<file path="config.mk">
export PLATFORM = sky130hd
export DESIGN_NAME = lpgi_scale
export DESIGN_NICKNAME = d
export VERILOG_FILES = /design/src/hw/rtl/lpgi_pkg.sv /design/src/hw/rtl/lpgi_scale.sv
export SDC_FILE = /design/constraint.sdc
export NUM_CORES = 2
export LEC_CHECK = 0
export BUFFER_PORTS_ARGS = -buffer_cell sky130_fd_sc_hd__buf_2
export CAP_MARGIN = 20
export CORE_UTILIZATION = 35
export DETAILED_ROUTE_END_ITERATION = 10
export GPL_TIMING_DRIVEN = 0
export PLACE_DENSITY = 0.56
export SYNTH_ARGS = -nofsm -noshare
export SYNTH_HDL_FRONTEND = slang
export SYNTH_SLANG_ARGS = --single-unit
</file>
<file path="constraint.sdc">
create_clock -name clk -period 7.8 [get_ports clk]
set_input_delay 1.56 -clock clk [delete_from_list [all_inputs] [get_ports clk]]
set_output_delay 1.56 -clock clk [all_outputs]
set_load 0.02 [all_outputs]
</file>
<file path="src/hw/rtl/lpgi_pkg.sv">
// Shared types, widths, constants and a rounding helper function for the lidar point grid indexer.
package lpgi_pkg;

    localparam int POS_W     = 16;
    localparam int LAYER_W   = 8;
    localparam int ANG_W     = 19;
    localparam int CPR_W     = 24;
    localparam int CFG_W     = 24;
    localparam int CFG_IDX_W = 2;
    localparam int ROW_W     = 3;
    localparam int COL_W     = 10;
    localparam int CELL_W    = 13;

    localparam int XY_W      = 35;
    localparam int Z_W       = 20;
    localparam int SPAN_W    = 20;
    localparam int DIFF_W    = 21;
    localparam int PROD_W    = 46;
    localparam int FRAC_W    = 28;
    localparam int RND_W     = PROD_W - FRAC_W;
    localparam int ATAN_LEN  = 24;

    localparam logic [CFG_IDX_W-1:0] CFG_START_ANGLE = 2'd0;
    localparam logic [CFG_IDX_W-1:0] CFG_COL0_ANGLE  = 2'd1;
    localparam logic [CFG_IDX_W-1:0] CFG_COLS_PER_RAD = 2'd2;

    localparam logic signed [ANG_W-1:0] START_ANGLE_RST = 19'sd57191;
    localparam logic signed [ANG_W-1:0] COL0_ANGLE_RST  = -19'sd68629;
    localparam logic [CPR_W-1:0]        CPR_RST         = 24'd1877467;

    localparam logic signed [Z_W-1:0] HALF_PI_Q16 = 20'sd102944;

    // round(atan(2^-i) * 65536)
    localparam logic [Z_W-1:0] ATAN_TAB [ATAN_LEN] = '{
        20'd51472, 20'd30386, 20'd16055, 20'd8150, 20'd4091, 20'd2047, 20'd1024, 20'd512,
        20'd256,   20'd128,   20'd64,    20'd32,   20'd16,   20'd8,    20'd4,    20'd2,
        20'd1,     20'd0,     20'd0,     20'd0,    20'd0,    20'd0,    20'd0,    20'd0
    };

    typedef struct packed {
        logic signed [XY_W-1:0] x;
        logic signed [XY_W-1:0] y;
        logic signed [Z_W-1:0]  z;
        logic [LAYER_W-1:0]     layer;
        logic                   origin;
    } cordic_t;

    typedef struct packed {
        logic             neg;
        logic [RND_W-1:0] mag;
    } rnd_t;

    // Q28 to integer, halves away from zero, kept as sign and magnitude
    function automatic rnd_t round_q28(input logic signed [PROD_W-1:0] p);
        logic [PROD_W-1:0] a;
        logic [PROD_W-1:0] s;
        rnd_t              r;
        a     = p[PROD_W-1] ? PROD_W'(-p) : PROD_W'(p);
        s     = a + (PROD_W'(1) << (FRAC_W - 1));
        r.neg = p[PROD_W-1];
        r.mag = s[PROD_W-1:FRAC_W];
        return r;
    endfunction

endpackage

</file>
<file path="src/hw/rtl/lpgi_scale.sv">
// Angle to column: offset, multiply, round, then range check and cell address.
module lpgi_scale
    import lpgi_pkg::*;
#(
    parameter int LAYERS      = 8,
    parameter int MAX_COLUMNS = 1024
)
(
    input  logic                    clk,
    input  logic                    rst_n,
    input  logic                    up_valid,
    output logic                    up_ready,
    input  cordic_t                 up_data,
    input  logic signed [ANG_W-1:0] col0_angle,
    input  logic [CPR_W-1:0]        columns_per_radian,
    input  logic [$clog2(MAX_COLUMNS+1)-1:0] width,
    output logic                    out_valid,
    input  logic                    out_ready,
    output logic [ROW_W-1:0]        grid_row,
    output logic [COL_W-1:0]        grid_column,
    output logic [CELL_W-1:0]       cell_index,
    output logic                    in_range
);

    localparam int NSTG = 4;

    logic [NSTG-1:0] v_reg;
    logic [NSTG-1:0] rdy;

    logic signed [DIFF_W-1:0] diff_reg;
    logic signed [DIFF_W-1:0] diff_next;
    logic [LAYER_W-1:0]       layer_d_reg;
    logic signed [PROD_W-1:0] prod_reg;
    logic signed [PROD_W-1:0] prod_next;
    logic [LAYER_W-1:0]       layer_m_reg;
    rnd_t                     rnd_reg;
    logic [LAYER_W-1:0]       layer_r_reg;

    logic              ok;
    logic [ROW_W-1:0]  row_reg;
    logic [ROW_W-1:0]  row_next;
    logic [COL_W-1:0]  col_reg;
    logic [COL_W-1:0]  col_next;
    logic [CELL_W-1:0] cell_reg;
    logic [CELL_W-1:0] cell_next;
    logic              ok_reg;

    assign rdy[NSTG-1] = !v_reg[NSTG-1] || out_ready;
    assign rdy[2]      = !v_reg[2] || rdy[3];
    assign rdy[1]      = !v_reg[1] || rdy[2];
    assign rdy[0]      = !v_reg[0] || rdy[1];
    assign up_ready    = rdy[0];

    always_ff @(posedge clk or negedge rst_n)
    begin
        if (!rst_n)
            v_reg <= '0;
        else
        begin
            if (rdy[0])
                v_reg[0] <= up_valid;
            if (rdy[1])
                v_reg[1] <= v_reg[0];
            if (rdy[2])
                v_reg[2] <= v_reg[1];
            if (rdy[3])
                v_reg[3] <= v_reg[2];
        end
    end

    // offset from column zero; the origin point has angle zero
    always_comb
    begin
        if (up_data.origin)
            diff_next = -DIFF_W'(col0_angle);
        else
            diff_next = DIFF_W'(up_data.z) - DIFF_W'(col0_angle);
    end

    assign prod_next = diff_reg * $signed({1'b0, columns_per_radian});

    always_comb
    begin
        ok = (!rnd_reg.neg || (rnd_reg.mag == '0))
             && (rnd_reg.mag < RND_W'(width))
             && (layer_r_reg < LAYER_W'(LAYERS));
        row_next  = ok ? layer_r_reg[ROW_W-1:0] : '0;
        col_next  = ok ? rnd_reg.mag[COL_W-1:0] : '0;
        cell_next = ok ? CELL_W'(CELL_W'(layer_r_reg) * CELL_W'(width) + CELL_W'(rnd_reg.mag))
                       : '0;
    end

    always_ff @(posedge clk)
    begin
        if (up_valid && rdy[0])
        begin
            diff_reg    <= diff_next;
            layer_d_reg <= up_data.layer;
        end
        if (v_reg[0] && rdy[1])
        begin
            prod_reg    <= prod_next;
            layer_m_reg <= layer_d_reg;
        end
        if (v_reg[1] && rdy[2])
        begin
            rnd_reg     <= round_q28(prod_reg);
            layer_r_reg <= layer_m_reg;
        end
        if (v_reg[2] && rdy[3])
        begin
            row_reg  <= row_next;
            col_reg  <= col_next;
            cell_reg <= cell_next;
            ok_reg   <= ok;
        end
    end

    assign out_valid   = v_reg[NSTG-1];
    assign grid_row    = row_reg;
    assign grid_column = col_reg;
    assign cell_index  = cell_reg;
    assign in_range    = ok_reg;

endmodule

</file>
==> flow_metrics.tcl <==
set metrics [dict create \
    rsz0062_at_grt "true" \
    cts_made_buffers 17 \
    finalSetupViolations 0 \
    cts_tree "yes" \
    yosysSeqAreaShare_pct 15.95 \
    dieHeight_um 276.8 \
    whs_endpoint "layer_m_reg[0]$_DFFE_PP_" \
    drive_gt1_share_pct 10.48 \
    clock_path_buffers 2 \
    ys_warn_count 0 \
    r2r_end "prod_reg[43]$_DFFE_PP_" \
    synthTopCellsByArea "fa_1, edfxtp_1, ha_1" \
    antenna_found_initial 1 \
    start_kind "primary input" \
    cp.required_ns 8.02 \
    cts_num_sinks 141 \
    synthArstFlopShare_pct 2.837 \
    tightestPinTransition_ns 0.9238 \
    synth.largest_area_cell "fa_1" \
    pin_count 186 \
    hold_violations 0 \
    synth_xor_area_share_pct 3.447 \
    vias_per_cell 4.862 \
    clk_pin_slew_ns 0.09 \
    core-area_mm2 0.07457 \
    layout_commonest_cell "inv_1" \
    synthAdderAreaFrac_pct 46.80 \
    start_util_pct 35.44 \
    route.detailed.drc 0 \
    endpoint_kind "flip-flop" \
    rrSetupSlack_ns 0.18 \
    worstReg2RegStart "diff_reg[4]$_DFFE_PP_" \
    synth_ff_type "edfxtp_1" \
    cts_root_buffer "clkbuf_16" \
    synth-edff-count 137 \
    pre_cts_slack_ns -2.053 \
    synth_nets 3679 \
    rr_worst_depth 25 \
    hpwl_um 60310 \
    track_usage_pct 19.66 \
    drt_wl_total_um 73540 \
    die_w_um 276.8 \
    drt-initial-drc-count 922 \
    overflow 0 \
    largest_reg_flops 46 \
    first_global_vias 20180 \
    synth.ff_latch_count 141 \
    hold_depth 0 \
    wl_per_cell_um 18.58 \
    mostFrequentLayoutCells "inv_1, fa_1, nand2_1" \
    port_buffers 110 \
    min_path_type "reg2reg" \
    min_period_ns 7.734 \
    min_from "layer_d_reg[0]$_DFFE_PP_" \
    antenna_left 0 \
    synthMuxAreaShare_pct 0.1515 \
    drv_slew 0 \
    crit_fanout 7 \
    yosys.area_share.simple_pct 17.04 \
    synth-compound-area-share_pct 6.231 \
    status "finished, final reports clean" \
    final_nets 3837 \
    htree_levels 4 \
    setup_slack_ns 0.06568 \
    syn_inst 2815 \
    dieArea_mm2 0.07661 \
    area_growth_syn_to_layout_pct 12.85 \
    via_count 19240 \
    synth_top_family_by_area "adder cells" \
    critPathArrivalTime_ns 7.96 \
    fmax_mhz 129.3 \
    grt_pass1_wl_um 114900 \
    synth_top_area_share_pct 35.53 \
    drt-pass1-iter-count 5 \
    ys_types 81 \
    rows 100 \
    place.gp.congestion 0.9235 \
    cap_viol_max_count 0 \
    grt_max_degree 30 \
    worstSetupPathType "in2reg" \
    finClkSkew_ns 0.02630 \
    clkLatencyLatePin_ns 0.49 \
    netlist_area_mm2 0.02643 \
    final.period_utilization_pct 99.16 \
    avgSynthCellArea_um2 9.388 \
    slew_headroom_pct 38.42 \
]
-- layout make-up --
cell class                 count  area (um^2)
inverter                     603         2263
tap                          969         1212
clock inverter                15        191.4
clock buffer                  17        425.4
buffer                       122        732.0
fill                        7500        44750
sequential                   141         4214
antenna                        2        5.005
multi-input combinational   1945        19880
timing repair buffer         143        898.4
-- per-layer routing --
metal | part of all wire [%] | GRT usage (%) | vias to the layer above
met2 | 49 | 34.09 | 528
met4 | 2.4 | 5.071 | 0
met5 | 0 | 0 | -
met1 | 43 | 25.35 | 9600
li1 | - | - | 9013
met3 | 5.6 | 3.248 | 99
-- critical path, cell delays in order --
cell and delay [ns]:
buf_4 0.15, buf_8 0.14, and2_4 0.16, fa_1 0.51, inv_1 0.05, fa_1 0.50
inv_2 0.04, fa_1 0.60, fa_1 0.46, fa_1 0.49, fa_1 0.56, inv_2 0.05
fa_1 0.55, inv_2 0.05, ha_4 0.25, buf_6 0.12, nand2_4 0.05, o21ai_4 0.19
a2111oi_4 0.10, buf_4 0.16, a221oi_4 0.40, nand4_1 0.25, a31oi_4 0.25, a41oi_2 0.16
xnor2_1 0.15
-- timing repair --
item,CTS,global route
setup buffers,1,27
endpoints found under the setup margin,23,18
gates resized for setup,102,141
pin swaps,13,44
hold buffers,0,0
cloned,0,2
-- Yosys cell counts (13+ instances only) --
library cell,count
inv_1,603
a21oi_1,71
clkbuf_1,117
edfxtp_1,137
ha_1,238
nand4_1,14
nand3_1,35
o21ai_0,50
and2_1,257
nor2b_1,13
a21o_1,31
nor3_1,21
fa_1,469
xnor2_1,80
xor2_1,24
nand2b_1,27
nor2_1,52
nand2_1,392
-- how the worst max path moves through the flow --
stage                                 from                      to  slack [ns]  cells after the start
finish              columns_per_radian[11]  prod_reg[43]$_DFFE_PP_        0.07                     25
detailed placement  columns_per_radian[15]  prod_reg[45]$_DFFE_PP_       -2.05                     25
global route         columns_per_radian[8]  prod_reg[43]$_DFFE_PP_       -0.08                     25
floorplan           columns_per_radian[15]  prod_reg[41]$_DFFE_PP_        0.01                     24
global placement    columns_per_radian[15]  prod_reg[45]$_DFFE_PP_       -2.12                     25
CTS                 columns_per_radian[15]  prod_reg[43]$_DFFE_PP_       0.001                     25
-- through the flow --
step	instances	util [%]	hold slack (ns)	area (um^2)	TNS, ns
detailed placement	3897	37.90	0.4045	28260	-35.39
global placement	3894	37.81	0.4011	28190	-35.87
CTS	3926	39.15	0.4061	29200	0
finish	3957	39.99	0.4030	29820	0
floorplan	2815	-	0.4003	26430	0
global route	3955	39.99	0.4199	29820	-0.1752
-- kinds of logic (layout without fill, tap and decap cells) --
| group | after synthesis | after routing |
|---|---|---|
| AND/OR/NAND/NOR | 884 | 884 |
| AO/OA/AOI/OAI | 246 | 246 |
| buffers and inverters | 729 | 900 |
| multiplexers | 4 | 4 |
| adder cells (fa/ha/maj) | 707 | 707 |
| other | 0 | 2 |
| XOR/XNOR | 104 | 104 |
| flip-flops | 141 | 141 |
Power is left out: the tool's default activity adds up to more than one toggle a clock period on the data nets, which glitch-free logic cannot reach.
