**src/hw/rtl/lpgi_pkg.sv**
```systemverilog
// Shared types, widths, constants and a rounding helper function for the lidar point grid indexer.
package lpgi_pkg;

    localparam int POS_W     = 16;
    localparam int LAYER_W   = 8;
    localparam int ANG_W     = 19;
    localparam int CPR_W     = 24;
    localparam int CFG_W     = 24;
    localparam int CFG_IDX_W = 2;
    localparam int ROW_W     = 3;
    localparam int COL_W     = 10;
    localparam int CELL_W    = 13;

    localparam int XY_W      = 35;
    localparam int Z_W       = 20;
    localparam int SPAN_W    = 20;
    localparam int DIFF_W    = 21;
    localparam int PROD_W    = 46;
    localparam int FRAC_W    = 28;
    localparam int RND_W     = PROD_W - FRAC_W;
    localparam int ATAN_LEN  = 24;

    localparam logic [CFG_IDX_W-1:0] CFG_START_ANGLE = 2'd0;
    localparam logic [CFG_IDX_W-1:0] CFG_COL0_ANGLE  = 2'd1;
    localparam logic [CFG_IDX_W-1:0] CFG_COLS_PER_RAD = 2'd2;

    localparam logic signed [ANG_W-1:0] START_ANGLE_RST = 19'sd57191;
    localparam logic signed [ANG_W-1:0] COL0_ANGLE_RST  = -19'sd68629;
    localparam logic [CPR_W-1:0]        CPR_RST         = 24'd1877467;

    localparam logic signed [Z_W-1:0] HALF_PI_Q16 = 20'sd102944;

    // round(atan(2^-i) * 65536)
    localparam logic [Z_W-1:0] ATAN_TAB [ATAN_LEN] = '{
        20'd51472, 20'd30386, 20'd16055, 20'd8150, 20'd4091, 20'd2047, 20'd1024, 20'd512,
        20'd256,   20'd128,   20'd64,    20'd32,   20'd16,   20'd8,    20'd4,    20'd2,
        20'd1,     20'd0,     20'd0,     20'd0,    20'd0,    20'd0,    20'd0,    20'd0
    };

    typedef struct packed {
        logic signed [XY_W-1:0] x;
        logic signed [XY_W-1:0] y;
        logic signed [Z_W-1:0]  z;
        logic [LAYER_W-1:0]     layer;
        logic                   origin;
    } cordic_t;

    typedef struct packed {
        logic             neg;
        logic [RND_W-1:0] mag;
    } rnd_t;

    // Q28 to integer, halves away from zero, kept as sign and magnitude
    function automatic rnd_t round_q28(input logic signed [PROD_W-1:0] p);
        logic [PROD_W-1:0] a;
        logic [PROD_W-1:0] s;
        rnd_t              r;
        a     = p[PROD_W-1] ? PROD_W'(-p) : PROD_W'(p);
        s     = a + (PROD_W'(1) << (FRAC_W - 1));
        r.neg = p[PROD_W-1];
        r.mag = s[PROD_W-1:FRAC_W];
        return r;
    endfunction

endpackage

```
**src/hw/rtl/lpgi_prerot.sv**
```systemverilog
// Input stage: scales the point and folds the left half plane by a quarter turn.
module lpgi_prerot
    import lpgi_pkg::*;
(
    input  logic                    clk,
    input  logic                    rst_n,
    input  logic                    up_valid,
    output logic                    up_ready,
    input  logic signed [POS_W-1:0] pos_x,
    input  logic signed [POS_W-1:0] pos_y,
    input  logic [LAYER_W-1:0]      scan_layer,
    output logic                    dn_valid,
    input  logic                    dn_ready,
    output cordic_t                 dn_data
);

    logic    valid_reg;
    cordic_t data_reg;
    cordic_t data_next;

    logic signed [XY_W-1:0] xs;
    logic signed [XY_W-1:0] ys;

    assign up_ready = !valid_reg || dn_ready;
    assign dn_valid = valid_reg;
    assign dn_data  = data_reg;

    always_comb
    begin
        xs = {{(XY_W-POS_W-16){pos_x[POS_W-1]}}, pos_x, 16'b0};
        ys = {{(XY_W-POS_W-16){pos_y[POS_W-1]}}, pos_y, 16'b0};
        data_next.layer  = scan_layer;
        data_next.origin = (pos_x == '0) && (pos_y == '0);
        if (!pos_x[POS_W-1])
        begin
            data_next.x = xs;
            data_next.y = ys;
            data_next.z = '0;
        end
        else if (!pos_y[POS_W-1])
        begin
            data_next.x = ys;
            data_next.y = -xs;
            data_next.z = HALF_PI_Q16;
        end
        else
        begin
            data_next.x = -ys;
            data_next.y = xs;
            data_next.z = -HALF_PI_Q16;
        end
    end

    always_ff @(posedge clk or negedge rst_n)
    begin
        if (!rst_n)
            valid_reg <= 1'b0;
        else if (up_ready)
            valid_reg <= up_valid;
    end

    always_ff @(posedge clk)
    begin
        if (up_valid && up_ready)
            data_reg <= data_next;
    end

endmodule

```
**config.mk**
```make
export PLATFORM = sky130hd
export DESIGN_NAME = lpgi_prerot
export DESIGN_NICKNAME = d
export VERILOG_FILES = /design/src/hw/rtl/lpgi_pkg.sv /design/src/hw/rtl/lpgi_prerot.sv
export SDC_FILE = /design/constraint.sdc
export NUM_CORES = 1
export LEC_CHECK = 0
export BUFFER_PORTS_ARGS = -buffer_cell sky130_fd_sc_hd__clkbuf_2
export CAP_MARGIN = 30
export CELL_PAD_IN_SITES_DETAIL_PLACEMENT = 0
export CELL_PAD_IN_SITES_GLOBAL_PLACEMENT = 1
export CORE_UTILIZATION = 37
export CTS_CLUSTER_SIZE = 12
export DETAILED_ROUTE_END_ITERATION = 10
export PLACE_DENSITY_LB_ADDON = 0.1
export SETUP_SLACK_MARGIN = 0.4
export SLEW_MARGIN = 10
export SYNTH_ARGS = -nofsm -noshare
export SYNTH_HDL_FRONTEND = slang
export SYNTH_SLANG_ARGS = --single-unit
```
**constraint.sdc**
```tcl
create_clock -name clk -period 4.73 [get_ports clk]
set_clock_uncertainty 0.2 [all_clocks]
set_input_delay 0.2365 -clock clk [delete_from_list [all_inputs] [get_ports clk]]
set_output_delay 0.2365 -clock clk [all_outputs]
set_load 0.01 [all_outputs]
```
==> flow_metrics.tcl, run 1 <==
set metrics [dict create \
    status "finished clean" \
    fin_ws_ns 2.80 \
    wl_um 6400 \
    tns_ns 0 \
    slowest_delay_ns 0.47 \
    syn_to_final_growth_pct 20.9 \
    n_fill_cell 781 \
    grt_max_degree 51 \
    cts_sinks 51 \
    grt_busiest_layer "met2" \
    die_h_um 91.4 \
    synth_seq_area_share_pct 51.6 \
    yosysWarnings 0 \
    syn_avg_cell_area_um2 10.5 \
    antenna_found_initial 0 \
    clkLatencyLatePin_ns 0.29 \
    arrival_ns 1.87 \
    pre_cts_ws_ns 2.48 \
    io_buffers 107 \
    pin_count 145 \
    diodes 0 \
    ctsResizeCount 0 \
    path_max_fanout 6 \
    rows 32 \
    start_util_pct 38.3 \
    hold_ws_ns 0.0379 \
    grt_setup_unrepaired "no" \
    finalNetCount 428 \
    dr.pass1.iters 4 \
    cp.required_ns 4.67 \
    path_clk_slew_ns 0.09 \
    start_kind "input port" \
    crit_path_end_kind "flip-flop" \
    postCtsSetupRepairBufs 0 \
    die_w_um 91.4 \
    use_met3_pct 2.68 \
    ant_nets 0 \
    power_frac_seq_pct 52.6 \
    crit_type "in2reg" \
    worstMarginPinSlew_ns 0.722 \
    p_sw_w 0.000267 \
    synth_cells 283 \
    root_buffer "clkbuf_8" \
    clock_path_buffers 2 \
    place_congestion 0.714 \
    synthFlopType "edfxtp_1" \
    regArea_um2 1530 \
    worst-r2r-cell-count 3 \
    cts_max_level 2 \
    die-area_um2 8360 \
    maxCapViolCount 0 \
    grt_pass1_vias 1911 \
    viasPerCell 4.57 \
    drc 0 \
    grt.total_usage_pct 15.2 \
    path_cells "clkbuf_2, inv_1, ha_1, or3b_1, or2_1, or4_1, nor4_2" \
    gr-usage-met1_pct 20.9 \
    min_period_ns 1.93 \
    grt_overflow 0 \
    synth_enable_flop_cells 50 \
    fmax_mhz 518 \
    p_per_area_nw_per_um2 288 \
    r2r-start "dn_valid" \
    cts_buffers 5 \
    p_leak_nw 1.53 \
    grt_pass1_wl_um 9840 \
    synth.cell_area_um2 2960 \
    combPwrFrac_pct 18.8 \
    worst_r2r_endpoint "dn_data[58]" \
    ys_ff_latch 51 \
    hold_buffers 10 \
    setup_viol 0 \
    slew_headroom_pct 51.9 \
    grt_use_met2_pct 24.6 \
    p_clk_share_pct 28.6 \
    p_sw_share_pct 25.9 \
    drt_iter0_drc 99 \
    p_int_w 0.000763 \
    ys_types 39 \
    hold_path_class "in2async" \
    synthArstFlopShare_pct 1.96 \
    fp.coreArea_um2 7730 \
    fin_crit_sh_pct 40.8 \
    r2r_slack_ns 3.00 \
    drive_gt1_share_pct 32.6 \
    dp_hpwl_um 4490 \
    cts_tree "done" \
    multi_input_area_um2 1110 \
    ir_drop_v 0.0000974 \
    maxSlewViolCount 0 \
    num_vias 2216 \
    cp_slowest_cell "or3b_1" \
    wl_per_cell_um 13.2 \
    hold_viol 0 \
]
[Yosys cell counts (2+ instances only)]
library cell / n / area, µm²
o41ai_1: 3 / 26.3
nor2b_1: 2 / 12.5
nor4_1: 2 / 12.5
clkbuf_1: 13 / 48.8
buf_4: 50 / 375
nand2b_1: 2 / 12.5
o21ai_0: 5 / 25.0
o31ai_1: 5 / 37.5
nor3_1: 6 / 30.0
xnor2_1: 13 / 114
nand2_1: 10 / 37.5
ha_1: 2 / 25.0
or4_1: 3 / 22.5
edfxtp_1: 50 / 1500
a21oi_1: 29 / 145
and2_1: 2 / 12.5
or3_1: 3 / 18.8
inv_1: 6 / 22.5
mux2i_1: 3 / 30.0
nor2_1: 37 / 139
buf_2: 3 / 15.0
a41oi_1: 3 / 26.3
xor2_1: 11 / 96.3
nor4_2: 2 / 25.0
a31oi_1: 4 / 25.0
[power groups by stage]
stage / Sequential (W) / Combinational, W / Clock, W
global placement: 0.000552 / 0.000185 / 0
global route: 0.000545 / 0.000214 / 0.000319
CTS: 0.000542 / 0.000195 / 0.000306
floorplan: 0.000567 / 0.000121 / 0
finish: 0.000541 / 0.000193 / 0.000295
detailed placement: 0.000552 / 0.000188 / 0
[final cells by class]
| type | instances | area share [%] |
|---|---|---|
| clock buffers | 5 | 1.92 |
| clock inverters | 3 | 1.08 |
| inverters | 6 | 0.630 |
| multi-input cells | 198 | 31.1 |
| flip-flops and latches | 51 | 42.7 |
| well taps | 102 | 3.57 |
| repair buffers | 120 | 19.0 |
[metrics by stage]
step	power, W	instances	instance area [µm²]	util, %
global placement	0.000737	466	3340	43.2
CTS	0.00104	485	3580	46.3
finish	0.00103	485	3580	46.3
floorplan	0.000689	322	3100	-
global route	0.00108	485	3580	46.3
detailed placement	0.000740	467	3370	43.6
[cell families (layout without fill, tap and decap cells)]
logic type                 count (synthesis)  after routing  share of synthesized area, %
DFF                                       51             51                          51.6
buffers and inverters                     73            134                          15.7
AOI/OAI and AO/OA                         51             51                          10.2
and+or+nand+nor                           78             78                          13.3
other                                      1             40                         0.127
muxes                                      3              3                          1.02
xor gates and xnor gates                  24             24                          7.11
adders and majority gates                  2              2                         0.846
[worst max-delay path by stage]
stage | start | end | slack, ns | cells after the start
floorplan | dn_valid | dn_data[0] | 2.32 | 2
global placement | pos_x[15] | dn_data[59] | 2.46 | 4
detailed placement | pos_y[1] | dn_data[0] | 2.48 | 7
CTS | pos_y[1] | dn_data[0] | 2.80 | 7
global route | pos_y[0] | dn_data[0] | 2.67 | 7
finish | pos_y[1] | dn_data[0] | 2.80 | 7
[state kept, by name, summed over array words and instances, names as in the netlist]
| signal | count |
|---|---|
| dn_data | 50 |
| dn_valid | 1 |
[critical path: cells and delay by family]
kind / cells / cell delay (ns)
buffers and inverters: 2 / 0.18
adder cells (fa/ha/maj): 1 / 0.15
AND/OR/NAND/NOR: 4 / 1.31
[layer usage]
layer / vias up / part of all wire (%)
li1: 1103 / -
met1: 997 / 47
met2: 110 / 46
met3: 6 / 6.1
met4: 0 / 0.89
met5: - / 0
[cell usage in the layout, fill, tap and decap left out, types with 4 or more instances in the layout]
cell type      instances
inv_1                  6
o31ai_1                5
conb_1                40
nor2_1                37
xor2_1                11
nor3_1                 6
edfxtp_1              50
o21ai_0                5
xnor2_1               13
clkbuf_2             107
a21oi_1               29
nand2_1               10
dlygate4sd3_1         10
a31oi_1                4
clkbuf_8               5
Note: power is estimated with default switching activity, not from simulation.
==> run 2: changes to the inputs <==
--- a/config.mk
+++ b/config.mk
@@ -9,7 +9,7 @@
 export CAP_MARGIN = 30
 export CELL_PAD_IN_SITES_DETAIL_PLACEMENT = 0
 export CELL_PAD_IN_SITES_GLOBAL_PLACEMENT = 1
-export CORE_UTILIZATION = 37
+export CORE_UTILIZATION = 34
 export CTS_CLUSTER_SIZE = 12
 export DETAILED_ROUTE_END_ITERATION = 10
 export PLACE_DENSITY_LB_ADDON = 0.1
==> constraint.sdc (replaced) <==
create_clock -name clk -period 1.9 [get_ports clk]
set_clock_uncertainty 0.2 [all_clocks]
set_input_delay 0.095 -clock clk [delete_from_list [all_inputs] [get_ports clk]]
set_output_delay 0.095 -clock clk [all_outputs]
set_load 0.01 [all_outputs]
==> run 2 against run 1 <==
Effect of this change: critical path depth is 1 higher; clock power up 100%; critical endpoint is now dn_data[92]; global-route usage increased by 0.060 points; utilization up 4.8 points; count of clock-buffer cells in the layout grew 1; wire length grew 13%; power is 150% higher.
==> flow_metrics.tcl, run 2 (synthesis gave the netlist of run 1 again) <==
set metrics [dict create \
    status "finished clean" \
    most-common-layout-cells "101 x clkbuf_2, 50 x edfxtp_1, 40 x conb_1, 37 x nor2_1, 36 x buf_4" \
    hold_viol 0 \
    grt_overflow 0 \
    drc 0 \
    place_congestion 0.759 \
    maxSlewViolCount 0 \
    grt_pass1_wl_um 10400 \
    n_fill_cell 790 \
    hold_start "pos_y[12]" \
    diodes 0 \
    p_leak_nw 1.84 \
    cts_max_level 2 \
    cts_buffers 5 \
    syn_to_final_growth_pct 43.4 \
    antenna_found_initial 0 \
    drive_gt1_share_pct 41.9 \
    dr.pass1.iters 4 \
    die-area_um2 9080 \
    power_frac_seq_pct 52.4 \
    min_period_ns 1.62 \
    start_util_pct 35.6 \
    cts_sinks 51 \
    crit_type "in2reg" \
    die_h_um 95.3 \
    hold_path_class "in2reg" \
    layout_commonest_cell "clkbuf_2" \
    pin_count 145 \
    p_sw_w 0.000709 \
    clkLatencyLatePin_ns 0.30 \
    path_clk_slew_ns 0.08 \
    start_kind "input port" \
    crit_path_end_kind "flip-flop" \
    io_buffers 107 \
    final_util_pct 51.1 \
    r2r-start "dn_valid" \
    cp.required_ns 1.75 \
    clock_path_buffers 2 \
    num_vias 2398 \
    r2r_slack_ns 0.47 \
    cts_tree "done" \
    root_buffer "clkbuf_8" \
    worst-r2r-cell-count 3 \
    grt_setup_unrepaired "yes" \
    fin_crit_sh_pct 85.2 \
    p_int_w 0.00186 \
    grt_pass1_vias 2167 \
    maxCapViolCount 0 \
    wl_per_cell_um 13.4 \
    rows 33 \
    holdPathStages 3 \
    setup_viol 0 \
    drt_iter0_drc 75 \
    fmax_mhz 618 \
    fp.coreArea_um2 8300 \
    tns_ns 0 \
    largest_register_ffs 50 \
    die_w_um 95.3 \
    power.total_w 0.00257 \
    p_sw_share_pct 27.6 \
    p_clk_share_pct 23.4 \
    min_to "dn_data[92]" \
    ant_nets 0 \
    p_per_area_nw_per_um2 606 \
    grt.total_usage_pct 15.2 \
    combPwrFrac_pct 24.2 \
    wl_um 7220 \
    dp_hpwl_um 5100 \
    grt_max_degree 34 \
    path_max_fanout 3 \
    viasPerCell 4.45 \
    arrival_ns 1.47 \
    ir_drop_v 0.000242 \
    finalNetCount 479 \
    worst_r2r_endpoint "dn_data[91]" \
]
==> run 2: power by group through the flow <==
stage          combinational (W)  sequential, W  clock, W
3_5_place_dp            0.000532        0.00137         0
2_1_floorplan           0.000315        0.00141         0
4_1_cts                 0.000596        0.00135  0.000619
6_report                0.000621        0.00135  0.000602
3_3_place_gp            0.000533        0.00137         0
5_1_grt                 0.000687        0.00136  0.000652
==> run 2: timing repair <==
item,CTS,global route
hold endpoints to repair,18,0
gates resized for setup,15,13
hold buffers,20,0
endpoints found under the setup margin,38,34
setup buffers,6,3
pin swaps,10,19
gates cloned,0,2
==> run 2: worst max path at each step <==
| stage | slack [ns] | startpoint | cells after the start | to |
|---|---|---|---|---|
| finish | 0.28 | pos_y[0] | 8 | dn_data[92] |
| CTS | 0.27 | pos_y[0] | 7 | dn_data[0] |
| detailed placement | -0.12 | pos_y[0] | 7 | dn_data[0] |
| floorplan | 0.08 | pos_y[0] | 7 | dn_data[0] |
| global route | 0.20 | pos_y[0] | 7 | dn_data[0] |
| global placement | -0.1 | pos_y[10] | 5 | dn_data[92] |
==> run 2: layer usage <==
metal	wire (µm)	vias to the layer above	track usage (%)
li1	-	1205	-
met1	3380	1100	20.4
met2	3330	86	24.6
met3	417	7	3.19
met4	101	0	4.80
met5	0	-	0
==> run 2: through the flow <==
step	cells	hold WS, ns	instance area (µm²)	setup WS (ns)
final	539	0.0125	4240	0.281
after global routing	539	0.00953	4240	0.198
after CTS	534	0.00961	4110	0.266
after detailed placement	500	-0.326	3690	-0.118
after global placement	500	-0.329	3690	-0.0967
after floorplan	322	-0.401	3200	0.0834
==> run 2: cell type report <==
class / count / area (µm²) / share of cell area, %
clock buffer: 6 / 72.6 / 1.71
clock inverter: 2 / 7.51 / 0.177
sequential: 51 / 1530 / 36.0
timing repair buffer: 171 / 1180 / 27.9
tap: 105 / 131 / 3.10
inverter: 6 / 37.5 / 0.885
multi-input combinational: 198 / 1280 / 30.3
==> run 2: critical path, stage by stage <==
cell       delay, ns
clkbuf_16       0.14
inv_12          0.05
ha_4            0.11
or3b_4          0.38
buf_4           0.15
o41ai_4         0.30
xor2_1          0.17
a21oi_1         0.08
