--- config.mk ---
export PLATFORM = sky130hd
export DESIGN_NAME = lpgi_cordic_stage
export DESIGN_NICKNAME = d
export VERILOG_FILES = /design/src/hw/rtl/lpgi_pkg.sv /design/src/hw/rtl/lpgi_cordic_stage.sv
export SDC_FILE = /design/constraint.sdc
export NUM_CORES = 1
export LEC_CHECK = 0
export ABC_AREA = 1
export BUFFER_PORTS_ARGS = -buffer_cell sky130_fd_sc_hd__buf_2
export CAP_MARGIN = 25
export CORE_AREA = 2 2 188 190
export CTS_BUF_LIST = sky130_fd_sc_hd__clkbuf_8
export DETAILED_ROUTE_END_ITERATION = 6
export DIE_AREA = 0 0 190 192
export SLEW_MARGIN = 20
export SYNTH_ARGS = -nofsm -noshare
export SYNTH_HDL_FRONTEND = slang
export SYNTH_SLANG_ARGS = --single-unit
--- constraint.sdc ---
create_clock -name clk -period 6.2 [get_ports clk]
set_clock_uncertainty 0.2 [all_clocks]
set_input_delay 0.93 -clock clk [delete_from_list [all_inputs] [get_ports clk]]
set_output_delay 0.93 -clock clk [all_outputs]
set_load 0.005 [all_outputs]
--- src/hw/rtl/lpgi_pkg.sv ---
// Shared types, widths, constants and a rounding helper function for the lidar point grid indexer.
package lpgi_pkg;

    localparam int POS_W     = 16;
    localparam int LAYER_W   = 8;
    localparam int ANG_W     = 19;
    localparam int CPR_W     = 24;
    localparam int CFG_W     = 24;
    localparam int CFG_IDX_W = 2;
    localparam int ROW_W     = 3;
    localparam int COL_W     = 10;
    localparam int CELL_W    = 13;

    localparam int XY_W      = 35;
    localparam int Z_W       = 20;
    localparam int SPAN_W    = 20;
    localparam int DIFF_W    = 21;
    localparam int PROD_W    = 46;
    localparam int FRAC_W    = 28;
    localparam int RND_W     = PROD_W - FRAC_W;
    localparam int ATAN_LEN  = 24;

    localparam logic [CFG_IDX_W-1:0] CFG_START_ANGLE = 2'd0;
    localparam logic [CFG_IDX_W-1:0] CFG_COL0_ANGLE  = 2'd1;
    localparam logic [CFG_IDX_W-1:0] CFG_COLS_PER_RAD = 2'd2;

    localparam logic signed [ANG_W-1:0] START_ANGLE_RST = 19'sd57191;
    localparam logic signed [ANG_W-1:0] COL0_ANGLE_RST  = -19'sd68629;
    localparam logic [CPR_W-1:0]        CPR_RST         = 24'd1877467;

    localparam logic signed [Z_W-1:0] HALF_PI_Q16 = 20'sd102944;

    // round(atan(2^-i) * 65536)
    localparam logic [Z_W-1:0] ATAN_TAB [ATAN_LEN] = '{
        20'd51472, 20'd30386, 20'd16055, 20'd8150, 20'd4091, 20'd2047, 20'd1024, 20'd512,
        20'd256,   20'd128,   20'd64,    20'd32,   20'd16,   20'd8,    20'd4,    20'd2,
        20'd1,     20'd0,     20'd0,     20'd0,    20'd0,    20'd0,    20'd0,    20'd0
    };

    typedef struct packed {
        logic signed [XY_W-1:0] x;
        logic signed [XY_W-1:0] y;
        logic signed [Z_W-1:0]  z;
        logic [LAYER_W-1:0]     layer;
        logic                   origin;
    } cordic_t;

    typedef struct packed {
        logic             neg;
        logic [RND_W-1:0] mag;
    } rnd_t;

    // Q28 to integer, halves away from zero, kept as sign and magnitude
    function automatic rnd_t round_q28(input logic signed [PROD_W-1:0] p);
        logic [PROD_W-1:0] a;
        logic [PROD_W-1:0] s;
        rnd_t              r;
        a     = p[PROD_W-1] ? PROD_W'(-p) : PROD_W'(p);
        s     = a + (PROD_W'(1) << (FRAC_W - 1));
        r.neg = p[PROD_W-1];
        r.mag = s[PROD_W-1:FRAC_W];
        return r;
    endfunction

endpackage

--- src/hw/rtl/lpgi_cordic_stage.sv ---
// One vectoring CORDIC iteration with its own pipeline register.
module lpgi_cordic_stage
    import lpgi_pkg::*;
#(
    parameter int SHIFT = 0
)
(
    input  logic    clk,
    input  logic    rst_n,
    input  logic    up_valid,
    output logic    up_ready,
    input  cordic_t up_data,
    output logic    dn_valid,
    input  logic    dn_ready,
    output cordic_t dn_data
);

    localparam logic signed [Z_W-1:0] ATAN = $signed(ATAN_TAB[SHIFT]);

    logic    valid_reg;
    cordic_t data_reg;
    cordic_t data_next;

    logic signed [XY_W-1:0] xi;
    logic signed [XY_W-1:0] yi;
    logic signed [XY_W-1:0] dx;
    logic signed [XY_W-1:0] dy;

    assign up_ready = !valid_reg || dn_ready;
    assign dn_valid = valid_reg;
    assign dn_data  = data_reg;

    always_comb
    begin
        xi = up_data.x;
        yi = up_data.y;
        dx = yi >>> SHIFT;
        dy = xi >>> SHIFT;
        data_next.layer  = up_data.layer;
        data_next.origin = up_data.origin;
        if (!yi[XY_W-1])
        begin
            data_next.x = xi + dx;
            data_next.y = yi - dy;
            data_next.z = up_data.z + ATAN;
        end
        else
        begin
            data_next.x = xi - dx;
            data_next.y = yi + dy;
            data_next.z = up_data.z - ATAN;
        end
    end

    always_ff @(posedge clk or negedge rst_n)
    begin
        if (!rst_n)
            valid_reg <= 1'b0;
        else if (up_ready)
            valid_reg <= up_valid;
    end

    always_ff @(posedge clk)
    begin
        if (up_valid && up_ready)
            data_reg <= data_next;
    end

endmodule

==> flow_results.xml, run 1 <==
<?xml version="1.0" encoding="UTF-8"?>
<metrics>
  <group name="pwr">
    <metric name="cellPowerDensity" unit="nW/µm²">180</metric>
    <metric name="worst_vdd_drop" unit="mV">0.131</metric>
    <metric name="power_switching" unit="W">0.00103</metric>
    <metric name="power.sequential.fraction" unit="%">35.9</metric>
    <metric name="power.leakage" unit="nW">6.82</metric>
    <metric name="p_int" unit="W">0.00132</metric>
    <metric name="p_comb_share" unit="%">43.8</metric>
    <metric name="clock_power_share" unit="%">20.2</metric>
    <metric name="fraction_of_power_spent_switching_nets" unit="%">43.9</metric>
  </group>
  <group name="floorplan">
    <metric name="die_y" unit="µm">192</metric>
    <metric name="die_x" unit="µm">190</metric>
    <metric name="die-area" unit="µm²">36500</metric>
    <metric name="io_pins" unit="">204</metric>
    <metric name="core-area" unit="µm²">34300</metric>
    <metric name="rows" unit="">68</metric>
    <metric name="floorplan.initialDensity" unit="%">33.6</metric>
  </group>
  <group name="synth">
    <metric name="postSynthNetCount" unit="">1999</metric>
    <metric name="syn-instance-count" unit="">1774</metric>
    <metric name="synth_warnings" unit="">0</metric>
    <metric name="synth_sequential_area_ratio" unit="%">25.7</metric>
    <metric name="post_synth_num_cell_types" unit="">42</metric>
    <metric name="number_of_synthesized_register_bits" unit="">99</metric>
    <metric name="postSynth.asyncResetShare" unit="%">1.01</metric>
    <metric name="edff_count_synth" unit="">98</metric>
    <metric name="syn-cell-area" unit="µm²">11500</metric>
    <metric name="average_cell_area_after_synthesis" unit="µm²">6.50</metric>
    <metric name="postSynth.topFlopCell" unit="">sky130_fd_sc_hd__edfxtp_1</metric>
  </group>
  <group name="sta">
    <metric name="achievable-frequency" unit="MHz">300</metric>
    <metric name="final_max_slew_viol_count" unit="">0</metric>
    <metric name="max_slew.worst_pin.slew" unit="ns">0.937</metric>
    <metric name="report.final.hold_viol_count" unit="">0</metric>
    <metric name="timing.slew.headroom" unit="%">37.5</metric>
    <metric name="fin_crit" unit="ns">3.33</metric>
    <metric name="timing.final.crit_share" unit="%">53.7</metric>
    <metric name="rsz0062_at_grt" unit="">no</metric>
    <metric name="timing.setup.tns" unit="ns">0</metric>
    <metric name="setup-violations-final" unit="">0</metric>
  </group>
  <group name="worst_setup_path">
    <metric name="worst_ep_arrival_time" unit="ns">3.32</metric>
    <metric name="crit_type" unit="">primary input to flip-flop</metric>
    <metric name="reg2reg_to" unit="">dn_data[4]</metric>
    <metric name="critical_path_required" unit="ns">6.19</metric>
    <metric name="critical_path_peak_fanout" unit="">5</metric>
    <metric name="setup.reg_to_reg.worst_slack" unit="ns">3.84</metric>
    <metric name="r2r-start" unit="">dn_valid</metric>
    <metric name="critical_path.endpoint_type" unit="">flip-flop</metric>
    <metric name="r2r_cells" unit="">2</metric>
    <metric name="worst_setup_path_start_kind" unit="">primary input</metric>
  </group>
  <group name="placed_design">
    <metric name="placed_cells" unit="">2389</metric>
    <metric name="placed_area" unit="µm²">12900</metric>
    <metric name="io_buffers" unit="">203</metric>
    <metric name="place.detailed.hpwl" unit="mm">35.9</metric>
    <metric name="place_congestion" unit="">0.968</metric>
  </group>
  <group name="routing">
    <metric name="detail_route.first_pass.iterations" unit="">6</metric>
    <metric name="initialDrtViolationCount" unit="">1155</metric>
    <metric name="post-route-drc-count" unit="">0</metric>
    <metric name="via_per_inst" unit="">5.02</metric>
    <metric name="drtAntennaViolNets" unit="">0</metric>
    <metric name="totalWireLength" unit="mm">42.7</metric>
    <metric name="wl_per_cell" unit="µm">17.7</metric>
    <metric name="vias" unit="">12100</metric>
  </group>
  <group name="clock_tree">
    <metric name="clk_path_buf_depth" unit="">2</metric>
    <metric name="cts_tree" unit="">yes</metric>
    <metric name="ctsHtreeMaxLevel" unit="">3</metric>
    <metric name="clock_insertion_delay_worst_skew" unit="ns">0.42</metric>
    <metric name="clk_transition_reported_paths" unit="ns">0.11</metric>
    <metric name="cts_buffers" unit="">9</metric>
    <metric name="cts_sinks" unit="">99</metric>
    <metric name="post_cts_resize_count" unit="">0</metric>
    <metric name="cts_root_buf" unit="">sky130_fd_sc_hd__clkbuf_8</metric>
    <metric name="ctsHoldBuffers" unit="">0</metric>
    <metric name="number_of_setup_buffers_added_after_cts" unit="">0</metric>
  </group>
  <group name="cells_and_area">
    <metric name="mostFrequentLayoutCells" unit="">sky130_fd_sc_hd__nand2_1, sky130_fd_sc_hd__inv_1, sky130_fd_sc_hd__buf_2</metric>
    <metric name="antenna_cells_inserted" unit="">0</metric>
    <metric name="final-instance-count-excl-fill" unit="">2405</metric>
    <metric name="final_layout_size_suffix_gt1_share" unit="%">13.9</metric>
    <metric name="area_delta_synth_final" unit="%">13.3</metric>
    <metric name="mostFrequentLayoutCell" unit="">sky130_fd_sc_hd__nand2_1</metric>
    <metric name="final_cell_area" unit="µm²">13100</metric>
    <metric name="finalNetCount" unit="">2170</metric>
    <metric name="filler_cell_count" unit="">3762</metric>
  </group>
  <group name="global_routing">
    <metric name="vias_in_the_first_global_route" unit="">11600</metric>
    <metric name="grt_first_pass_wirelength" unit="mm">63.9</metric>
    <metric name="antenna_found_initial" unit="">1</metric>
    <metric name="grt_start_max_net_pins" unit="">76</metric>
    <metric name="grt.total_usage" unit="%">23.3</metric>
    <metric name="grt_overflow" unit="">0</metric>
  </group>
  <group name="hold_path">
    <metric name="min-delay-path-class" unit="">primary input to async pin</metric>
  </group>
  <group name="job">
    <metric name="max_cap_viol_count" unit="">0</metric>
  </group>
  <group name="outcome">
    <metric name="outcome" unit="">complete, no violations</metric>
  </group>
</metrics>
[area by class of cell]
type / count / area, µm² / share of cell area [%]
Clock buffer: 9 / 124 / 0.948
Multi-Input combinational cell: 1334 / 7170 / 54.9
Clock inverter: 7 / 86.3 / 0.661
Inverter: 294 / 1100 / 8.45
Timing Repair Buffer: 207 / 1050 / 8.01
Tap cell: 455 / 569 / 4.36
Sequential cell: 99 / 2970 / 22.7
[registers in the layout, summed over array words and instances, names as in the netlist]
name and cells:
dn_data 98, dn_valid 1
[metal layers]
| layer | wire length [µm] | GRT usage (%) |
|---|---|---|
| met5 | 10 | 0 |
| met4 | 1500 | 9.75 |
| met3 | 2950 | 3.18 |
| met2 | 18800 | 37.9 |
| met1 | 19400 | 30.9 |
[synthesized netlist by cell type, types with 3 or more instances]
cell type / count / area [µm²]
sky130_fd_sc_hd__nand2_1: 540 / 2030
sky130_fd_sc_hd__inv_1: 289 / 1080
sky130_fd_sc_hd__nand3_1: 169 / 846
sky130_fd_sc_hd__a21oi_1: 131 / 656
sky130_fd_sc_hd__nor2_1: 127 / 477
sky130_fd_sc_hd__ha_1: 118 / 1480
sky130_fd_sc_hd__edfxtp_1: 98 / 2940
sky130_fd_sc_hd__o21ai_0: 81 / 405
sky130_fd_sc_hd__xor2_1: 34 / 298
sky130_fd_sc_hd__buf_4: 23 / 173
sky130_fd_sc_hd__o21bai_1: 21 / 158
sky130_fd_sc_hd__nor2_2: 16 / 100
sky130_fd_sc_hd__nand4_1: 15 / 93.8
sky130_fd_sc_hd__nor3_1: 12 / 60.1
sky130_fd_sc_hd__buf_2: 11 / 55.1
sky130_fd_sc_hd__nand2_2: 11 / 68.8
sky130_fd_sc_hd__o21ai_1: 11 / 55.1
sky130_fd_sc_hd__clkbuf_1: 7 / 26.3
sky130_fd_sc_hd__xnor2_1: 6 / 52.6
sky130_fd_sc_hd__a31oi_1: 5 / 31.3
sky130_fd_sc_hd__inv_2: 5 / 18.8
sky130_fd_sc_hd__o22ai_1: 5 / 31.3
sky130_fd_sc_hd__buf_6: 4 / 45.0
sky130_fd_sc_hd__fa_1: 4 / 80.1
sky130_fd_sc_hd__nor2_4: 4 / 45.0
sky130_fd_sc_hd__and2_1: 3 / 18.8
sky130_fd_sc_hd__or2_2: 3 / 18.8
[metrics by stage]
stage / power, W / hold WS [ns] / utilization, % / worst slack (ns)
after CTS: 0.00237 / 0.0129 / 38.1 / 2.92
after floorplan: 0.00152 / 0.351 / - / 1.72
final: 0.00235 / 0.0506 / 38.1 / 2.87
after global routing: 0.00251 / 0.0263 / 38.1 / 2.72
after detailed placement: 0.00187 / 0.379 / 37.5 / 2.43
after global placement: 0.00187 / 0.353 / 37.5 / 2.44
[power groups by stage]
stage	Combinational [W]	Sequential, W	Clock, W
after floorplan	0.000650	0.000872	0
after global placement	0.00101	0.000860	0
after detailed placement	0.00101	0.000861	0
after CTS	0.00102	0.000846	0.000501
after global routing	0.00114	0.000851	0.000517
final	0.00103	0.000844	0.000476
[worst max path at each step]
stage / startpoint / endpoint / slack [ns] / depth (start not counted)
after floorplan: dn_ready / dn_data[0] / 1.72 / 2
after global placement: up_data[64] / dn_data[88] / 2.44 / 14
after detailed placement: up_data[29] / dn_data[53] / 2.43 / 14
after CTS: up_data[29] / dn_data[53] / 2.92 / 14
after global routing: up_data[29] / dn_data[53] / 2.72 / 14
final: up_data[29] / dn_data[53] / 2.87 / 14
[cell families after synthesis]
| kind of cell | after synthesis | synth area share, % |
|---|---|---|
| AO/OA/AOI/OAI | 264 | 12.4 |
| XOR/XNOR | 40 | 3.04 |
| adder cells (fa/ha/maj) | 122 | 13.5 |
| buffers and inverters | 341 | 12.2 |
| flip-flops | 99 | 25.7 |
| multiplexers | 1 | 0.0868 |
| AND/OR/NAND/NOR | 907 | 33.0 |
[critical path, cell delays in order]
cell,delay [ns]
sky130_fd_sc_hd__buf_2,0.11
sky130_fd_sc_hd__inv_1,0.04
sky130_fd_sc_hd__ha_1,0.31
sky130_fd_sc_hd__fa_1,0.52
sky130_fd_sc_hd__o21bai_1,0.52
sky130_fd_sc_hd__nand2_1,0.14
sky130_fd_sc_hd__nand2_1,0.12
sky130_fd_sc_hd__nand2_1,0.09
sky130_fd_sc_hd__nand2_1,0.19
sky130_fd_sc_hd__nand2_1,0.10
sky130_fd_sc_hd__nand2_1,0.07
sky130_fd_sc_hd__nand2_1,0.05
sky130_fd_sc_hd__nand3_1,0.07
sky130_fd_sc_hd__nand2_1,0.07
(Power assumes the default switching activity.)
==> inputs of run 2 (changes only) <==
--- a/config.mk
+++ b/config.mk
@@ -5,13 +5,13 @@
 export SDC_FILE = /design/constraint.sdc
 export NUM_CORES = 1
 export LEC_CHECK = 0
-export ABC_AREA = 1
+export ABC_AREA = 0
 export BUFFER_PORTS_ARGS = -buffer_cell sky130_fd_sc_hd__buf_2
 export CAP_MARGIN = 25
-export CORE_AREA = 2 2 188 190
+export CORE_AREA = 2 2 173 175
 export CTS_BUF_LIST = sky130_fd_sc_hd__clkbuf_8
 export DETAILED_ROUTE_END_ITERATION = 6
-export DIE_AREA = 0 0 190 192
+export DIE_AREA = 0 0 175 177
 export SLEW_MARGIN = 20
 export SYNTH_ARGS = -nofsm -noshare
 export SYNTH_HDL_FRONTEND = slang
==> constraint.sdc (replaced) <==
create_clock -name clk -period 2.92 [get_ports clk]
set_clock_uncertainty 0.2 [all_clocks]
set_input_delay 0.438 -clock clk [delete_from_list [all_inputs] [get_ports clk]]
set_output_delay 0.438 -clock clk [all_outputs]
set_load 0.005 [all_outputs]
==> flow_results.xml, run 2 <==
<?xml version="1.0" encoding="UTF-8"?>
<metrics>
  <group name="pwr">
    <metric name="power.sequential.fraction" unit="%">33.6</metric>
    <metric name="worst_vdd_drop" unit="mV">0.178</metric>
    <metric name="cellPowerDensity" unit="nW/µm²">378</metric>
    <metric name="power_switching" unit="W">0.00197</metric>
    <metric name="fraction_of_power_spent_switching_nets" unit="%">36.0</metric>
    <metric name="power.leakage" unit="nW">6.59</metric>
    <metric name="p_comb_share" unit="%">47.3</metric>
    <metric name="p_total" unit="W">0.00548</metric>
    <metric name="clock_power_share" unit="%">19.1</metric>
    <metric name="p_int" unit="W">0.00351</metric>
  </group>
  <group name="worst_setup_path">
    <metric name="critical_path_peak_fanout" unit="">7</metric>
    <metric name="worst_setup_path_start_kind" unit="">primary input</metric>
    <metric name="crit_type" unit="">primary input to flip-flop</metric>
    <metric name="worst_ep_arrival_time" unit="ns">2.90</metric>
    <metric name="critical_path.endpoint_type" unit="">flip-flop</metric>
    <metric name="critical_path_required" unit="ns">2.90</metric>
  </group>
  <group name="job">
    <metric name="max_cap_viol_count" unit="">0</metric>
  </group>
  <group name="clock_tree">
    <metric name="cts_buffers" unit="">9</metric>
    <metric name="clk_path_buf_depth" unit="">2</metric>
    <metric name="ctsHtreeMaxLevel" unit="">3</metric>
    <metric name="clock_insertion_delay_worst_skew" unit="ns">0.40</metric>
    <metric name="clk_transition_reported_paths" unit="ns">0.11</metric>
    <metric name="cts_tree" unit="">yes</metric>
    <metric name="cts_root_buf" unit="">sky130_fd_sc_hd__clkbuf_8</metric>
    <metric name="cts_sinks" unit="">99</metric>
  </group>
  <group name="routing">
    <metric name="wl_per_cell" unit="µm">17.5</metric>
    <metric name="drtAntennaViolNets" unit="">0</metric>
    <metric name="totalWireLength" unit="mm">35.9</metric>
    <metric name="detail_route.first_pass.iterations" unit="">5</metric>
    <metric name="via_per_inst" unit="">5.17</metric>
    <metric name="post-route-drc-count" unit="">0</metric>
    <metric name="initialDrtViolationCount" unit="">908</metric>
    <metric name="vias" unit="">10600</metric>
  </group>
  <group name="floorplan">
    <metric name="die_y" unit="µm">177</metric>
    <metric name="rows" unit="">63</metric>
    <metric name="core-area" unit="µm²">29200</metric>
    <metric name="floorplan.initialDensity" unit="%">33.5</metric>
    <metric name="io_pins" unit="">204</metric>
    <metric name="die_x" unit="µm">175</metric>
    <metric name="die-area" unit="µm²">31000</metric>
  </group>
  <group name="placed_design">
    <metric name="place.detailed.hpwl" unit="mm">29.5</metric>
    <metric name="io_buffers" unit="">203</metric>
    <metric name="placed_cells" unit="">2013</metric>
    <metric name="place_congestion" unit="">0.970</metric>
  </group>
  <group name="global_routing">
    <metric name="m1_gr_usage" unit="%">31.1</metric>
    <metric name="grt_overflow" unit="">0</metric>
    <metric name="layer_with_the_highest_usage" unit="">met2</metric>
    <metric name="grt_first_pass_wirelength" unit="mm">54.6</metric>
    <metric name="grtUsageMet3" unit="%">2.38</metric>
    <metric name="grt_start_max_net_pins" unit="">51</metric>
    <metric name="groute.layer.met2.usage" unit="%">37.3</metric>
    <metric name="antenna_found_initial" unit="">0</metric>
    <metric name="vias_in_the_first_global_route" unit="">10200</metric>
    <metric name="grt.total_usage" unit="%">22.6</metric>
  </group>
  <group name="synth">
    <metric name="average_cell_area_after_synthesis" unit="µm²">8.54</metric>
    <metric name="postSynth.asyncResetShare" unit="%">1.01</metric>
    <metric name="synth_warnings" unit="">0</metric>
    <metric name="synth_top_area_share" unit="%">30.0</metric>
    <metric name="muxShareOfSynthArea" unit="%">1.97</metric>
    <metric name="synth_top_family_by_area" unit="">compound AO/OA/AOI/OAI gates</metric>
    <metric name="synth_commonest_cells" unit="">sky130_fd_sc_hd__a21oi_1, sky130_fd_sc_hd__ha_1, sky130_fd_sc_hd__inv_1, sky130_fd_sc_hd__edfxtp_1, sky130_fd_sc_hd__nor2_1</metric>
    <metric name="syn-cell-area" unit="µm²">9800</metric>
    <metric name="number_of_synthesized_register_bits" unit="">99</metric>
    <metric name="yosys.area_share.simple" unit="%">14.3</metric>
    <metric name="synth_largest_area_cell" unit="">sky130_fd_sc_hd__edfxtp_1</metric>
    <metric name="synth_area_leaders" unit="">sky130_fd_sc_hd__edfxtp_1, sky130_fd_sc_hd__ha_1, sky130_fd_sc_hd__a21oi_1</metric>
    <metric name="post_synth_num_cell_types" unit="">74</metric>
    <metric name="postSynth.topFlopCell" unit="">sky130_fd_sc_hd__edfxtp_1</metric>
    <metric name="most_repeated_cell_in_the_gate_level_netlist_after_synthesis" unit="">sky130_fd_sc_hd__a21oi_1</metric>
    <metric name="fraction_of_the_mapped_netlist_area_in_compound_gates" unit="%">24.5</metric>
    <metric name="syn-instance-count" unit="">1148</metric>
    <metric name="synthXorXnorAreaFrac" unit="%">6.70</metric>
    <metric name="edff_count_synth" unit="">98</metric>
    <metric name="synth_sequential_area_ratio" unit="%">30.3</metric>
    <metric name="synthAdderAreaFrac" unit="%">15.9</metric>
    <metric name="postSynthNetCount" unit="">1373</metric>
  </group>
  <group name="sta">
    <metric name="timing.setup.tns" unit="ns">-0.00134</metric>
    <metric name="final.setup.worst_slack" unit="ns">-0.00134</metric>
    <metric name="final_max_slew_viol_count" unit="">0</metric>
    <metric name="max_slew.worst_pin.slew" unit="ns">0.595</metric>
    <metric name="setup-violations-final" unit="">1</metric>
    <metric name="post_route_hold_slack" unit="ns">0.0472</metric>
    <metric name="rsz0062_at_grt" unit="">yes</metric>
    <metric name="report.final.hold_viol_count" unit="">0</metric>
    <metric name="achievable-frequency" unit="MHz">342</metric>
    <metric name="fin_crit" unit="ns">2.92</metric>
    <metric name="timing.final.crit_share" unit="%">100</metric>
    <metric name="timing.slew.headroom" unit="%">60.3</metric>
  </group>
  <group name="outcome">
    <metric name="outcome" unit="">finished with violations</metric>
    <metric name="violations" unit="">negative setup slack</metric>
  </group>
  <group name="cells_and_area">
    <metric name="finalNetCount" unit="">1877</metric>
    <metric name="mostFrequentLayoutCell" unit="">sky130_fd_sc_hd__buf_4</metric>
    <metric name="area_delta_synth_final" unit="%">47.8</metric>
    <metric name="antenna_cells_inserted" unit="">0</metric>
    <metric name="final-instance-count-excl-fill" unit="">2047</metric>
    <metric name="max_ffs_per_register" unit="">98</metric>
    <metric name="fin_util" unit="%">49.5</metric>
    <metric name="final_layout_size_suffix_gt1_share" unit="%">38.0</metric>
    <metric name="mostFrequentLayoutCells" unit="">sky130_fd_sc_hd__buf_4, sky130_fd_sc_hd__buf_2, sky130_fd_sc_hd__a21oi_1</metric>
  </group>
  <group name="hold_path">
    <metric name="min-delay-path-class" unit="">primary input to flip-flop</metric>
  </group>
</metrics>
run 2: cell types whose count changed in the layout (fill, tap and decap cells not counted), sizes merged, moves of 17 or more:
cell and delta:
xor2 -24, nor2 -59, buf +320, inv -181
a21o +17, xnor2 +59, nand2 -498, nand3 -144
run 2: logic make-up (layout without fill, tap and decap cells):
kind of cell	Yosys count	count (layout)
multiplexers	19	19
adder cells (fa/ha/maj)	122	122
XOR/XNOR	75	75
buffers and inverters	165	674
AO/OA/AOI/OAI	382	382
AND/OR/NAND/NOR	286	286
flip-flops	99	99
run 2: metal layers:
layer	part of all wire (%)	up-vias
met5	0	-
met4	2.1	0
met3	5.9	52
met2	47	386
met1	45	4979
li1	-	5159
run 2: per-stage QoR:
stage	setup slack [ns]	instance area [µm²]
global route	-0.0577	14500
global placement	-0.511	13800
detailed placement	-0.504	13800
CTS	0.000702	14200
floorplan	-0.0674	10100
finish	-0.00134	14500
run 2: power by group through the flow:
stage	clock network [W]	logic (W)	registers [W]
final	0.00105	0.00259	0.00184
after CTS	0.00108	0.00249	0.00184
after floorplan	0	0.00123	0.00189
after global routing	0.00111	0.00281	0.00185
after detailed placement	0	0.00245	0.00187
after global placement	0	0.00242	0.00187
run 2: worst paths after layout:
check	slack [ns]	depth (start not counted)	to	start
hold / removal	0.05	2	dn_valid	up_valid
min in group asynchronous	0.14	2	dn_valid	rst_n
max in group asynchronous	2.30	2	dn_valid	rst_n
setup reg to reg	1.02	3	dn_data[74]	dn_valid
setup / recovery	-0.001	13	dn_data[97]	up_data[31]
hold reg to reg	0.35	2	dn_valid	dn_valid
run 2: worst max-delay path: stages:
cell                       delay, ns
sky130_fd_sc_hd__buf_2          0.10
sky130_fd_sc_hd__inv_1          0.04
sky130_fd_sc_hd__ha_1           0.42
sky130_fd_sc_hd__o21ai_0        0.13
sky130_fd_sc_hd__a21oi_1        0.23
sky130_fd_sc_hd__o21ai_0        0.18
sky130_fd_sc_hd__o21ai_0        0.43
sky130_fd_sc_hd__a31oi_1        0.14
sky130_fd_sc_hd__buf_4          0.18
sky130_fd_sc_hd__buf_4          0.13
sky130_fd_sc_hd__o21ai_2        0.20
sky130_fd_sc_hd__o311ai_4       0.13
sky130_fd_sc_hd__xnor2_1        0.14
run 2: area by class of cell:
| cell class | count | area (µm²) |
|---|---|---|
| Fill cell | 2814 | 14800 |
| Multi-Input combinational cell | 884 | 6680 |
| Timing Repair Buffer | 541 | 3660 |
| Sequential cell | 99 | 2970 |
| Tap cell | 390 | 488 |
| Inverter | 117 | 467 |
| Clock buffer | 9 | 124 |
| Clock inverter | 7 | 100 |
run 2: timing repair:
item | CTS | global route
setup buffers | 2 | 2
pin swaps | 4 | 19
cloned | 0 | 0
endpoints found under the hold margin | 14 | 0
hold buffers | 14 | 0
gates resized for setup | 8 | 61
setup endpoints to repair | 14 | 40
==> inputs of run 3 (changes only) <==
--- a/config.mk
+++ b/config.mk
@@ -9,9 +9,10 @@
 export BUFFER_PORTS_ARGS = -buffer_cell sky130_fd_sc_hd__buf_2
 export CAP_MARGIN = 25
 export CORE_AREA = 2 2 173 175
-export CTS_BUF_LIST = sky130_fd_sc_hd__clkbuf_8
+export CTS_BUF_LIST = sky130_fd_sc_hd__clkbuf_4 sky130_fd_sc_hd__clkbuf_8
 export DETAILED_ROUTE_END_ITERATION = 6
 export DIE_AREA = 0 0 175 177
+export REMOVE_ABC_BUFFERS = 1
 export SLEW_MARGIN = 20
 export SYNTH_ARGS = -nofsm -noshare
 export SYNTH_HDL_FRONTEND = slang
==> flow_results.xml, run 3 (synthesis results as in run 2) <==
<?xml version="1.0" encoding="UTF-8"?>
<metrics>
  <group name="cells_and_area">
    <metric name="final_layout_size_suffix_gt1_share" unit="%">39.2</metric>
    <metric name="final_cell_area" unit="µm²">14600</metric>
    <metric name="mostFrequentLayoutCell" unit="">sky130_fd_sc_hd__buf_4</metric>
    <metric name="area_delta_synth_final" unit="%">48.5</metric>
    <metric name="seq_area" unit="µm²">2970</metric>
    <metric name="max_ffs_per_register" unit="">98</metric>
    <metric name="finalNetCount" unit="">1878</metric>
    <metric name="antenna_cells_inserted" unit="">0</metric>
    <metric name="filler_cell_count" unit="">2816</metric>
    <metric name="mostFrequentLayoutCells" unit="">sky130_fd_sc_hd__buf_4, sky130_fd_sc_hd__buf_2, sky130_fd_sc_hd__a21oi_1</metric>
    <metric name="multi_input_area" unit="µm²">6730</metric>
  </group>
  <group name="floorplan">
    <metric name="rows" unit="">63</metric>
    <metric name="core-area" unit="µm²">29200</metric>
    <metric name="die-area" unit="µm²">31000</metric>
    <metric name="io_pins" unit="">204</metric>
    <metric name="die_y" unit="µm">177</metric>
    <metric name="floorplan.initialDensity" unit="%">33.5</metric>
    <metric name="die_x" unit="µm">175</metric>
  </group>
  <group name="worst_setup_path">
    <metric name="worst_ep_arrival_time" unit="ns">2.94</metric>
    <metric name="critical_path_peak_fanout" unit="">4</metric>
    <metric name="critical_path.top_delay_family" unit="">compound AO/OA/AOI/OAI gates</metric>
    <metric name="worst_setup_path_start_kind" unit="">primary input</metric>
    <metric name="critical_path.endpoint_type" unit="">flip-flop</metric>
    <metric name="critical_path_required" unit="ns">2.86</metric>
    <metric name="crit_type" unit="">primary input to flip-flop</metric>
    <metric name="critical_path_cell_sequence" unit="">buf_8, ha_4, inv_2, fa_2, nor2_4, o211ai_1, a2111oi_4, nor3_4, buf_6, o211ai_4, a21oi_2, a32oi_1, xor2_1</metric>
    <metric name="timing.critical_path.slowest_stage_cell" unit="">sky130_fd_sc_hd__a2111oi_4</metric>
    <metric name="slowest_delay" unit="ns">0.52</metric>
    <metric name="number_of_buffers_and_inverters_on_the_critical_path" unit="">3</metric>
  </group>
  <group name="clock_tree">
    <metric name="cts_tree" unit="">yes</metric>
    <metric name="cts_root_buf" unit="">sky130_fd_sc_hd__clkbuf_8</metric>
    <metric name="ctsHtreeMaxLevel" unit="">3</metric>
    <metric name="clock_insertion_delay_worst_skew" unit="ns">0.38</metric>
    <metric name="cts_buffers" unit="">9</metric>
    <metric name="cts_sinks" unit="">99</metric>
    <metric name="clk_transition_reported_paths" unit="ns">0.09</metric>
    <metric name="clk_path_buf_depth" unit="">2</metric>
  </group>
  <group name="sta">
    <metric name="post_route_hold_slack" unit="ns">0.0279</metric>
    <metric name="setup-violations-final" unit="">9</metric>
    <metric name="report.final.hold_viol_count" unit="">0</metric>
    <metric name="final_max_slew_viol_count" unit="">0</metric>
    <metric name="max_slew.worst_pin.slew" unit="ns">0.749</metric>
    <metric name="fin_crit" unit="ns">2.99</metric>
    <metric name="timing.slew.headroom" unit="%">49.5</metric>
    <metric name="achievable-frequency" unit="MHz">334</metric>
    <metric name="rsz0062_at_grt" unit="">yes</metric>
    <metric name="timing.setup.tns" unit="ns">-0.204</metric>
    <metric name="final.setup.worst_slack" unit="ns">-0.0743</metric>
    <metric name="timing.final.crit_share" unit="%">103</metric>
  </group>
  <group name="routing">
    <metric name="post-route-drc-count" unit="">0</metric>
    <metric name="initialDrtViolationCount" unit="">705</metric>
    <metric name="via_per_inst" unit="">5.11</metric>
    <metric name="wl_per_cell" unit="µm">17.1</metric>
    <metric name="totalWireLength" unit="mm">35.0</metric>
    <metric name="vias" unit="">10500</metric>
    <metric name="detail_route.first_pass.iterations" unit="">5</metric>
    <metric name="drtAntennaViolNets" unit="">0</metric>
  </group>
  <group name="placed_design">
    <metric name="place.detailed.hpwl" unit="mm">28.4</metric>
    <metric name="placed_area" unit="µm²">13600</metric>
    <metric name="io_buffers" unit="">203</metric>
    <metric name="place_congestion" unit="">0.929</metric>
    <metric name="pre_cts_ws" unit="ns">-0.795</metric>
  </group>
  <group name="job">
    <metric name="max_cap_viol_count" unit="">0</metric>
  </group>
  <group name="pwr">
    <metric name="cellPowerDensity" unit="nW/µm²">372</metric>
    <metric name="worst_vdd_drop" unit="mV">0.192</metric>
    <metric name="power.leakage" unit="nW">6.64</metric>
  </group>
  <group name="global_routing">
    <metric name="grt_start_max_net_pins" unit="">55</metric>
    <metric name="grt_overflow" unit="">0</metric>
    <metric name="antenna_found_initial" unit="">0</metric>
    <metric name="grt.total_usage" unit="%">21.9</metric>
    <metric name="vias_in_the_first_global_route" unit="">10100</metric>
    <metric name="grt_first_pass_wirelength" unit="mm">53.5</metric>
  </group>
  <group name="hold_path">
    <metric name="min-delay-path-class" unit="">primary input to flip-flop</metric>
  </group>
  <group name="outcome">
    <metric name="outcome" unit="">finished with violations</metric>
    <metric name="violations" unit="">negative setup slack</metric>
  </group>
</metrics>
## run 3: final timing paths
path | startpoint | endpoint | slack [ns] | depth (start not counted)
setup reg to reg | dn_valid | dn_data[12] | 1.31 | 3
setup / recovery | up_data[64] | dn_data[98] | -0.07 | 13
hold reg to reg | dn_valid | dn_valid | 0.36 | 2
max in group asynchronous | rst_n | dn_valid | 2.27 | 2
min in group asynchronous | rst_n | dn_valid | 0.17 | 2
hold / removal | up_data[0] | dn_data[0] | 0.03 | 1
## run 3: repair_timing
action | in CTS | in global routing
endpoints found under the hold margin | 8 | 0
setup buffers | 3 | 9
gates resized for setup | 51 | 92
pin swaps | 17 | 46
setup endpoints to repair | 35 | 45
hold buffers | 8 | 0
## run 3: cell type report
cell class	instances	area share, %
inverters	117	3.05
clock buffers	11	1.04
repair buffers	542	25.5
well taps	390	3.35
flip-flops and latches	99	20.4
multi-input cells	884	46.2
clock inverters	5	0.413
## run 3: power by group
part | leakage [nW] | switching [W] | total [W] | internal [W]
logic | 5.59 | 0.00137 | 0.00261 | 0.00124
clock network | 0.106 | 0.000524 | 0.000970 | 0.000447
registers | 0.944 | 0.0000411 | 0.00183 | 0.00179
## run 3: per-layer routing
metal	GRT usage [%]	wire length (µm)	vias up
met5	0	0	-
met4	5.49	604	0
met3	2.28	1930	37
met2	35.3	16000	327
met1	31.3	16500	4934
li1	-	-	5160
## run 3: per-stage QoR
step	utilization, %	power, W	cells
6_report	49.8	0.00542	2048
5_1_grt	49.8	0.00572	2048
4_1_cts	48.3	0.00532	2039
3_5_place_dp	46.4	0.00427	2012
3_3_place_gp	46.4	0.00424	2012
2_1_floorplan	-	0.00304	1100
